**config.mk**
```make
export PLATFORM = sky130hd
export DESIGN_NAME = tsft_topic_table
export DESIGN_NICKNAME = d
export VERILOG_FILES = /design/src/rtl/tsft_pkg.sv /design/src/rtl/tsft_topic_table.sv
export SDC_FILE = /design/constraint.sdc
export NUM_CORES = 1
export LEC_CHECK = 0
export ABC_AREA = 1
export BUFFER_PORTS_ARGS = -buffer_cell sky130_fd_sc_hd__buf_2
export CORE_AREA = 4 4 156 158
export DETAILED_ROUTE_END_ITERATION = 10
export DIE_AREA = 0 0 160 162
export PLACE_DENSITY = 0.81
export SYNTH_ARGS = -nofsm -noshare
export SYNTH_HDL_FRONTEND = slang
export SYNTH_SLANG_ARGS = --single-unit
```
**constraint.sdc**
```tcl
create_clock -name clk_i -period 1.8 [get_ports clk_i]
set_clock_uncertainty 0.1 [all_clocks]
set_input_delay 0 -clock clk_i [delete_from_list [all_inputs] [get_ports clk_i]]
set_output_delay 0 -clock clk_i [all_outputs]
set_load 0.01 [all_outputs]
```
**src/rtl/tsft_pkg.sv**
```systemverilog
`timescale 1ns / 1ps
`default_nettype none
// ----------------------------------------------------------------------------
// tsft_pkg
// Shared constants and types for the topic subscriber fan-out table.
// ----------------------------------------------------------------------------
package tsft_pkg;

  localparam int MAX_TOPICS = 16;
  localparam int MAX_SUBS   = 8;

  localparam int IDX_W  = (MAX_TOPICS > 1) ? $clog2(MAX_TOPICS) : 1;
  localparam int CNT_W  = $clog2(MAX_SUBS + 1);
  localparam int DEPTH  = MAX_TOPICS * MAX_SUBS;
  localparam int ADDR_W = (DEPTH > 1) ? $clog2(DEPTH) : 1;

  localparam int FUNC_W      = 16;
  localparam int TOPIC_W     = 16;
  localparam int IP_W        = 32;
  localparam int PORT_W      = 16;
  localparam int PAYLOAD_W   = 64;
  localparam int STATUS_W    = 3;
  localparam int SUB_TOTAL_W = 4;
  localparam int ADDR_WORD_W = IP_W + PORT_W;

  localparam logic [FUNC_W-1:0] FUNC_SUBSCRIBE = 16'd1;
  localparam logic [FUNC_W-1:0] FUNC_PUBLISH   = 16'd2;

  localparam logic [STATUS_W-1:0] ST_SUBSCRIBED = 3'd0;
  localparam logic [STATUS_W-1:0] ST_FORWARD    = 3'd1;
  localparam logic [STATUS_W-1:0] ST_NO_SUBS    = 3'd2;
  localparam logic [STATUS_W-1:0] ST_TOPIC_FULL = 3'd3;
  localparam logic [STATUS_W-1:0] ST_LIST_FULL  = 3'd4;

  typedef struct packed {
    logic               en;
    logic [IDX_W-1:0]   idx;
    logic [TOPIC_W-1:0] topic;
    logic [CNT_W-1:0]   count;
  } tbl_wr_t;

  typedef struct packed {
    logic             valid;
    logic             match;
    logic [CNT_W-1:0] count;
  } tbl_rd_t;

endpackage
`default_nettype wire

```
**src/rtl/tsft_topic_table.sv**
```systemverilog
`timescale 1ns / 1ps
`default_nettype none
// ----------------------------------------------------------------------------
// tsft_topic_table
// Topic entries with one shared compare against the entry under the index.
// ----------------------------------------------------------------------------
module tsft_topic_table
  import tsft_pkg::*;
(
  input  wire logic               clk_i,
  input  wire logic               rst_ni,
  input  wire logic [IDX_W-1:0]   rd_idx_i,
  input  wire logic [TOPIC_W-1:0] topic_i,
  input  wire tbl_wr_t            wr_i,
  output tbl_rd_t                 rd_o
);

  logic [MAX_TOPICS-1:0] valid_q;
  logic [TOPIC_W-1:0]    topic_q [MAX_TOPICS];
  logic [CNT_W-1:0]      count_q [MAX_TOPICS];

  always_ff @(posedge clk_i or negedge rst_ni) begin
    if (!rst_ni) begin
      valid_q <= '0;
    end else if (wr_i.en) begin
      valid_q[wr_i.idx] <= 1'b1;
    end
  end

  always_ff @(posedge clk_i) begin
    if (wr_i.en) begin
      topic_q[wr_i.idx] <= wr_i.topic;
      count_q[wr_i.idx] <= wr_i.count;
    end
  end

  always_comb begin
    rd_o.valid = valid_q[rd_idx_i];
    rd_o.match = valid_q[rd_idx_i] && (topic_q[rd_idx_i] == topic_i);
    rd_o.count = count_q[rd_idx_i];
  end

endmodule
`default_nettype wire

```
# After elaboration in Yosys (flattened, before gate mapping)
# Memories as Yosys holds them, arrays and structs flattened.
# Cells that the tools add are included.
# word_totals
register_bits	16
ramBits	320
in_bits	47
output_inout_bits	6
wordCells	16
mem_count	2
# op_classes
order_cmp	3
eq_ne	1
mux	6
bitwise_logic	1
reduce_logical	2
# memory_table
name	depth	width	rd	rd_clocked_by_memory_dff	write_ports	line	source
topic_q	16	16	1	0	1	tsft_topic_table.sv:19	logic [TOPIC_W-1:0] topic_q [MAX_TOPICS];
count_q	16	4	1	0	1	tsft_topic_table.sv:20	logic [CNT_W-1:0] count_q [MAX_TOPICS];
# op_table
cell	n
16-bit == test	1
16-bit OR	1
4-bit by 5-bit < comparator with 1-bit output (second input constant)	2
1-bit binary-select mux with 4-bit select	1
1-bit demux with 4-bit select	1
4-bit by 1-bit >= comparator with 1-bit output (second input constant)	1
1-bit two-way mux	4
1-bit logical AND	2

# Longest topological paths before layout
# Gate-level depths: netlist (run 1).
# logic_depth
ltp_word	5
mapped_depth	17

# Worst setup path after synthesis (run 1)
# No wires, ideal clock.
# synth_path
kind	in2reg
start	input wr_i[21] in the netlist's numbering
end	memory count_q[13][0] in the netlist's numbering, enable pin
setup_ns	0.397
arrival_time_ns	1.112
t_required_ns	1.303
path_slack_ns	0.191
path_stages	3
cell_sequence	inv_1 -> nand3_1 -> nor2_1
# synth_lines
element	line	source
from (decl)	tsft_topic_table.sv:14	input wire tbl_wr_t wr_i,
to (decl)	tsft_topic_table.sv:20	
# No word-level cell before the write port.

==> out/qor.yml, run 1 <==
worstRegToRegCells: 3
port_buffers: 52
drc: 0
worstPathCellList: "inv_1, a21oi_1, o21ai_1, nand3_1, nand3_2, nand2_4, nand2_1, inv_1, nand2_4, nor2_2, nand3_1, nor2_2, buf_2"
syn_area_um2: 14100
muxShareOfSynthArea_pct: 0
vias_per_cell: 5.88
peakVddDrop_v: 0.000731
dp_worst_setup_slack_ps: -144
clock_path_buffers: 3
max_clock_freq_ghz: 0.447
synthCells: 1222
initial_core_util_pct: 60.8
pwr-share-seq_pct: 52.9
ys_seq_area_share_pct: 71.2
dp_cells: 1551
reg2reg_from: "valid_q[2]"
finalWorstSetupSlack_ps: -435
p_clk_share_pct: 39.3
synth_cell_types: 25
worst-path-stages: 13
drt_iter0_drc: 1085
hold_depth: 2
fillers: 1507
crit_start: "valid_q[13]"
grt_first_pass_wirelength_um: 51900
synthTopCellsByCount: "edfxtp_1, nand2_1, nor2_1"
grt_max_degree: 60
synth_xor_area_share_pct: 0
clock_latency_ps: 500
drt_pass1_iterations: 5
area.growth.synth_to_final_pct: 16.8
whs_ps: 303
numCtsBuffers: 34
yosys.area.top_type_share_pct: 68.4
post-route-period-util_pct: 124
cp_top_family: "simple AND/OR/NAND/NOR gates"
final_antenna_net_count: 0
drive_above_1_share_pct: 15.2
internal_power_mw: 13.0
tightest_slew_ps: 733
async_flop_share_pct: 4.76
antenna_found_initial: 0
finalNonFillerCells: 1642
routed-via-count: 9655
die_w_um: 160
status: "complete, but fails checks"
synth_edf_count: 320
rsz0062_at_grt: "yes"
synth_most_common_cell: "edfxtp_1"
slew_headroom_pct: 51.0
gp_congestion: 0.823
die-area_um2: 25900
cap_violations: 0
grt_usage_pct: 26.1
synth-seq-cells: 336
crit_fanout: 2
cts_root_buf: "clkbuf_16"
detail_route.wl_per_cell_um: 20.8
final.setup.tns_ps: -435
synth-simple-area-share_pct: 17.0
final_util_pct: 71.0
synth_top_family_by_area: "simple AND/OR/NAND/NOR gates"
cp_slowest_cell: "dfrtp_1"
hold_viol_final: 0
die_h_um: 162
cts_max_level: 2
ys.flop_type: "edfxtp_1"
critPathCaptureType: "output pin"
p_per_area_nw_per_um2: 1010
synth_area_leader_cell: "edfxtp_1"
synth.net_count: 1269
grt_pass1_vias: 9530
cts.sinks: 336
final.min_clock_period_ps: 2240
drv_slew: 0
startpoint_type: "register"
path_clk_slew_ps: 60
cellLeakagePower_nw: 6.24
hp-class: "primary input to register"
p_comb_share_pct: 7.8
worstPathArrival_ps: 2140
core_um2: 23100
worstPathRequired_ps: 1700
boundaryPins: 53
slowest_delay_ps: 330
multiInputGateArea_um2: 3400
std_cell_rows: 56
yosys_warnings: 0
ff_latch_area_um2: 10000
cts_tree: "done"
fin_nets: 1374
p_sw_mw: 3.64
synth_fa_ha_area_share_pct: 0
switching_share_pct: 21.9
synth_compound_area_share_pct: 6.27
ys_top_cells_by_area: "edfxtp_1, nand2_1, nand3_1"
holdCritStartpoint: "wr_i[15]"
routed_wl_um: 34100
worstSetupPathType: "register to output pin"
post-dp-hpwl_um: 19300
grt-ovfl-total: 0
finalSetupViolations: 1
avgSynthCellArea_um2: 11.5
num_antenna_cells: 0
violations: "negative setup slack"
path_buf_inv: 3
-- through the flow --
stage               power (mW)  instance area, um2
global route              17.2               16400
global placement          10.1               15000
floorplan                 9.66               14100
finish                    16.6               16400
detailed placement        10.1               15000
CTS                       16.6               16400
-- logic make-up after synthesis --
logic type	after synthesis
simple gates	580
compound gates	152
buf+inv	154
flops	336
-- per-layer routing --
metal  track usage [%]  routed length [um]  part of all wire (%)  vias up
li1                  -                   -                     -     4440
met4              11.6                1380                   4.0        0
met2              43.4               16700                    49      497
met5                 0                   0                     0        -
met1              34.6               13300                    39     4617
met3              3.93                2790                   8.2      101
-- cell usage in the layout, fill, tap and decap left out, types with 5 or more instances in the layout --
cell type	netlist	layout
a21oi_1	7	5
buf_12	0	24
buf_2	19	50
buf_4	1	31
clkbuf_1	21	12
clkbuf_16	0	37
clkinv_1	0	8
dfrtp_1	16	16
dlygate4sd3_1	0	30
edfxtp_1	320	320
inv_1	84	80
nand2_1	285	280
nand3_1	134	125
nand3_2	0	9
nor2_1	145	124
nor2_2	4	25
o211ai_1	25	25
o21ai_0	73	67
o21ai_1	29	35
o221ai_1	12	12
or2_2	8	8
-- final cells by class --
class	count	share of cell area, %
well taps	290	2.21
repair buffers	137	7.83
inverters	86	1.99
multi-input cells	732	20.7
clock inverters	11	0.297
flip-flops and latches	336	61.0
clock buffers	50	6.00
-- sequential cells by signal, indices dropped and copies added, names as in the netlist --
name,count
topic_q,256
valid_q,16
count_q,64
-- path summary, 6_finish.rpt --
check	end	slack, ps
worst max-delay path	rd_o[4]	-440
worst min-delay path	topic_q[1][11]	300
worst max register to register	valid_q[2]	500
worst min register to register	valid_q[4]	370
max in group asynchronous	valid_q[8]	620
min in group asynchronous	valid_q[2]	520
-- power groups by stage --
| stage | Clock, mW | Sequential [mW] | Combinational (mW) |
|---|---|---|---|
| finish | 6.54 | 8.80 | 1.30 |
| global route | 6.93 | 8.81 | 1.43 |
| CTS | 6.58 | 8.80 | 1.27 |
| detailed placement | 0 | 8.96 | 1.19 |
| global placement | 0 | 8.95 | 1.15 |
| floorplan | 0 | 8.95 | 0.713 |
-- repair_timing --
item | CTS | global route
gates resized for setup | 17 | 18
hold endpoints to repair | 344 | 0
buffers inserted | 0 | 0
hold buffers | 30 | 0
pin swaps | 20 | 17
setup endpoints to repair | 2 | 4
Note: power is estimated with default switching activity, not from simulation.
==> inputs of run 2 (changes only) <==
--- a/config.mk
+++ b/config.mk
@@ -7,10 +7,12 @@
 export LEC_CHECK = 0
 export ABC_AREA = 1
 export BUFFER_PORTS_ARGS = -buffer_cell sky130_fd_sc_hd__buf_2
-export CORE_AREA = 4 4 156 158
+export CORE_AREA = 4 4 119 207
 export DETAILED_ROUTE_END_ITERATION = 10
-export DIE_AREA = 0 0 160 162
+export DIE_AREA = 0 0 123 211
+export MAX_ROUTING_LAYER = met4
 export PLACE_DENSITY = 0.81
 export SYNTH_ARGS = -nofsm -noshare
 export SYNTH_HDL_FRONTEND = slang
 export SYNTH_SLANG_ARGS = --single-unit
+export TNS_END_PERCENT = 100
==> run 2 against run 1 <==
The flow still finishes with violations (negative setup slack); count of clock-buffer cells in the layout down 17; final area up 1.0%; sequential share of layout area down 0.63 points; global-route usage up 3.3 points; first-iteration DRC count up 11%; core utilization up 0.95 points; sequential cell count unchanged; maximum frequency down 2.2%; register-to-register slack worse by 20 ps; total power down 3.6%; sequential power about the same; critical endpoint unchanged.
==> out/qor.yml, run 2 (same netlist as run 1, synthesis figures left out) <==
status: "complete, but fails checks"
violations: "negative setup slack"
core_um2: 23100
largest_reg_flops: 256
final_util_pct: 71.9
p_clk_share_pct: 36.4
grt_max_degree: 39
grt_pass1_vias: 10100
detail_route.wl_per_cell_um: 22.0
die_w_um: 123
boundaryPins: 53
regMostFlops: "topic_q"
slew_headroom_pct: 49.4
grt_usage_pct: 29.4
peakVddDrop_v: 0.000955
worstSetupPathType: "register to output pin"
gp_congestion: 0.875
drv_slew: 0
finalWorstSetupSlack_ps: -484
drt_pass1_iterations: 7
p_comb_share_pct: 8.8
post-route-cell-area_um2: 16600
area.growth.synth_to_final_pct: 18.0
die_h_um: 211
die-area_um2: 26000
postPlaceCellArea_um2: 15300
multiInputGateArea_um2: 3440
cts_max_level: 1
clock_path_buffers: 3
post-route-period-util_pct: 127
cts_tree: "done"
slowest_delay_ps: 420
startpoint_type: "register"
std_cell_rows: 74
drc: 0
final.min_clock_period_ps: 2280
routed-via-count: 10100
fin_nets: 1389
num_antenna_cells: 0
rsz0062_at_grt: "yes"
routed_wl_um: 36600
numCtsBuffers: 27
dp_worst_setup_slack_ps: -132
tightest_slew_ps: 757
worstPathCellList: "nor2_1, nor2_1, o21ai_0, o211ai_1, nand3_1, nand2_1, nand2_1, nand2_1, nor2_1, nand3_1, nor2_2, buf_2"
grt-ovfl-total: 0
path_clk_slew_ps: 70
cts.sinks: 336
worstPathArrival_ps: 2180
hp-class: "primary input to register"
cp_slowest_cell: "edfxtp_1"
mostFrequentLayoutCells: "edfxtp_1, nand2_1, nand3_1"
cellLeakagePower_nw: 6.30
vias_per_cell: 6.05
max_clock_freq_ghz: 0.438
reg.largest.list: "topic_q x256, count_q x64, valid_q x16"
finalSetupViolations: 1
grt_util_met1_pct: 34.9
initial_core_util_pct: 61.0
layout_commonest_cell: "edfxtp_1"
cts_root_buf: "clkbuf_16"
port_buffers: 52
cap_violations: 0
critPathCaptureType: "output pin"
crit_fanout: 2
busiest_layer: "met2"
antenna_found_initial: 0
internal_power_mw: 12.5
p_per_area_nw_per_um2: 967
grtUsageMet3_pct: 4.47
final.setup.tns_ps: -484
grtUsageMet2_pct: 47.5
drt_iter0_drc: 1208
ff_latch_area_um2: 10000
grt_first_pass_wirelength_um: 55400
post-dp-hpwl_um: 21200
final_antenna_net_count: 0
hold_viol_final: 0
worstPathRequired_ps: 1700
p_sw_mw: 3.53
fillers: 1412
pwr-share-seq_pct: 54.9
clock_latency_ps: 530
drive_above_1_share_pct: 17.4
switching_share_pct: 22.0
run 2: metal layers:
layer / wire [um] / up-vias
li1: - / 4465
met1: 12300 / 4813
met2: 18800 / 634
met3: 3280 / 169
met4: 2220 / 0
met5: 0 / -
run 2: worst max-delay path: cells and delay by family (launching register included):
kind                   cells  cell delay, ps
AOI/OAI and AO/OA          2             240
buffers and inverters      1             140
DFF                        1             420
and+or+nand+nor            9             860
run 2: stage by stage:
stage                     std cells  hold slack (ps)  total power, mW
after detailed placement       1586             -173             10.2
final                          1665              276             16.0
after floorplan                1222             -396             9.66
after CTS                      1666              265             16.0
after global routing           1665              297             16.5
after global placement         1586             -171             10.2
run 2: power by group through the flow:
stage	sequential [mW]	combinational, mW	clock, mW
final	8.80	1.41	5.83
after global routing	8.81	1.52	6.19
after CTS	8.80	1.34	5.85
after detailed placement	8.96	1.26	0
after global placement	8.95	1.23	0
after floorplan	8.95	0.713	0
run 2: timing repair:
item / CTS / global route
setup endpoints to repair: 2 / 5
hold buffers: 32 / 0
buffers inserted: 0 / 0
pin swaps: 15 / 16
gates resized for setup: 12 / 41
hold endpoints to repair: 348 / 0
run 2: area by class of cell:
type / count / area share [%]
flip-flops and latches: 336 / 60.3
repair buffers: 159 / 9.44
well taps: 304 / 2.29
inverters: 86 / 1.97
multi-input cells: 732 / 20.8
clock buffers: 33 / 4.33
clock inverters: 15 / 0.852
run 2: final timing paths:
check                      cells after the start      startpoint  slack (ps)              to
setup / recovery                              12  topic_q[10][6]        -480         rd_o[4]
hold / removal                                 2         wr_i[3]         280  count_q[10][3]
setup reg to reg                               3     valid_q[10]         480     valid_q[10]
hold reg to reg                                2     valid_q[15]         380     valid_q[15]
max in group asynchronous                      3          rst_ni         640     valid_q[14]
min in group asynchronous                      3          rst_ni         480      valid_q[8]
==> inputs of run 3 (changes only) <==
--- a/config.mk
+++ b/config.mk
@@ -8,6 +8,8 @@
 export ABC_AREA = 1
 export BUFFER_PORTS_ARGS = -buffer_cell sky130_fd_sc_hd__buf_2
 export CORE_AREA = 4 4 119 207
+export CTS_BUF_LIST = sky130_fd_sc_hd__clkbuf_4 sky130_fd_sc_hd__clkbuf_8 sky130_fd_sc_hd__clkbuf_16
+export CTS_CLUSTER_DIAMETER = 150
 export DETAILED_ROUTE_END_ITERATION = 10
 export DIE_AREA = 0 0 123 211
 export MAX_ROUTING_LAYER = met4
==> run 3 against run 2 <==
The flow still finishes with violations (negative setup slack); die area stayed put; via count is 0.37% lower; sequential power hardly changed; first-iteration DRC count is 5.1% higher; cell count stayed put; maximum frequency hardly changed; sequential share of layout area is 0.064 points lower; combinational power hardly changed; critical path depth stayed put; non-clock buffer count stayed put; sequential cell count stayed put; total power is 0.36% higher; critical path type unchanged; critical endpoint unchanged; largest cell class unchanged.
==> out/qor.yml, run 3 (same netlist as run 1, synthesis figures left out) <==
status: "complete, but fails checks"
violations: "negative setup slack"
drv_slew: 0
worstPathRequired_ps: 1700
largest_reg_flops: 256
worstPathArrival_ps: 2180
post-dp-hpwl_um: 21200
num_antenna_cells: 0
vias_per_cell: 6.03
slowest_delay_ps: 390
die_h_um: 211
regMostFlops: "topic_q"
die-area_um2: 26000
routed-via-count: 10000
path_clk_slew_ps: 70
post-route-cell-area_um2: 16600
cap_violations: 0
numCtsBuffers: 27
rsz0062_at_grt: "yes"
reg.largest.list: "topic_q x256, count_q x64, valid_q x16"
postPlaceCellArea_um2: 15300
boundaryPins: 53
fin_nets: 1389
hp-class: "primary input to register"
clock_latency_ps: 530
routed_wl_um: 36600
ff2ff_setup_slack_ps: 480
area.growth.synth_to_final_pct: 18.1
startpoint_type: "register"
std_cell_rows: 74
initial_core_util_pct: 61.0
max_clock_freq_ghz: 0.438
grt_first_pass_wirelength_um: 55400
final.min_clock_period_ps: 2280
drt_pass1_iterations: 5
post-route-period-util_pct: 127
whs_ps: 276
cellLeakagePower_nw: 6.31
slew_headroom_pct: 49.2
clock_path_buffers: 3
die_w_um: 123
drc: 0
cp_slowest_cell: "edfxtp_1"
finalSetupViolations: 1
final_util_pct: 72.0
grt_pass1_vias: 10100
critPathCaptureType: "output pin"
final_antenna_net_count: 0
worstPathCellList: "nor2_1, nor2_1, o21ai_0, nand3_1, nand3_2, nand3_1, nand2_1, nand2_2, nor2_4, nand3_2, nor2_2, buf_2"
antenna_found_initial: 0
p_per_area_nw_per_um2: 969
worstSetupPathType: "register to output pin"
grt_usage_pct: 29.5
finalNonFillerCells: 1665
grt_max_degree: 39
crit_fanout: 2
drive_above_1_share_pct: 17.8
cts.sinks: 336
mostFrequentLayoutCells: "edfxtp_1, nand2_1, nand3_1"
cts_root_buf: "clkbuf_16"
finalWorstSetupSlack_ps: -485
cts_max_level: 1
port_buffers: 52
p_total_mw: 16.1
layout_commonest_cell: "edfxtp_1"
peakVddDrop_v: 0.000902
cts_tree: "done"
gp_congestion: 0.875
tightest_slew_ps: 760
post-cts-setup-buffers: 0
drt_iter0_drc: 1270
grt-ovfl-total: 0
dp_cells: 1586
core_um2: 23100
hold_viol_final: 0
detail_route.wl_per_cell_um: 22.0
## run 3: cell counts in the layout (fill, tap and decap cells not counted)
Identical to the previous run, type by type.
## run 3: stage by stage
step / TNS [ps] / setup WS (ps)
after global placement: -46.7 / -46.7
after detailed placement: -132 / -132
final: -485 / -485
after floorplan: 0 / 191
after global routing: -610 / -558
after CTS: -577 / -512
## run 3: path summary, 6_finish.rpt
kind                           startpoint             to  cells past startpoint
max                        topic_q[6][15]        rd_o[4]                     12
min                               wr_i[8]  topic_q[3][4]                      2
max reg2reg                   valid_q[10]    valid_q[10]                      3
min reg2reg                   valid_q[15]    valid_q[15]                      2
max in group asynchronous          rst_ni     valid_q[6]                      3
min in group asynchronous          rst_ni     valid_q[8]                      3
## run 3: critical path, delay by kind of cell, from the launching register on
family / cells / cell delay, ps
and+or+nand+nor: 10 / 1010
AOI/OAI and AO/OA: 1 / 100
DFF: 1 / 390
buffers and inverters: 1 / 140
## run 3: area by class of cell
| type | count | area (um2) |
|---|---|---|
| well taps | 304 | 380 |
| fillers | 1407 | 6450 |
| clock buffers | 33 | 733 |
| inverters | 86 | 327 |
| clock inverters | 15 | 141 |
| repair buffers | 159 | 1570 |
| multi-input cells | 732 | 3450 |
| flip-flops and latches | 336 | 10000 |
## run 3: repair_timing
| action | 4_1_cts | 5_1_grt |
|---|---|---|
| gates resized for setup | 12 | 43 |
| pin swaps | 15 | 16 |
| endpoints found under the hold margin | 348 | 0 |
| hold buffers | 32 | 0 |
| setup endpoints to repair | 2 | 5 |
## run 3: report_power, final
part / total (mW) / internal (mW) / switching (mW)
Clock: 5.89 / 3.31 / 2.58
Sequential: 8.80 / 8.74 / 0.0616
Combinational: 1.41 / 0.516 / 0.891
Total: 16.1 / 12.6 / 3.53
## run 3: routing by layer
layer	GRT usage, %	part of all wire (%)	vias to the layer above
met5	-	0	-
met2	47.5	51	619
met3	4.58	8.8	171
met1	35.0	34	4786
li1	-	-	4468
met4	17.3	5.9	0
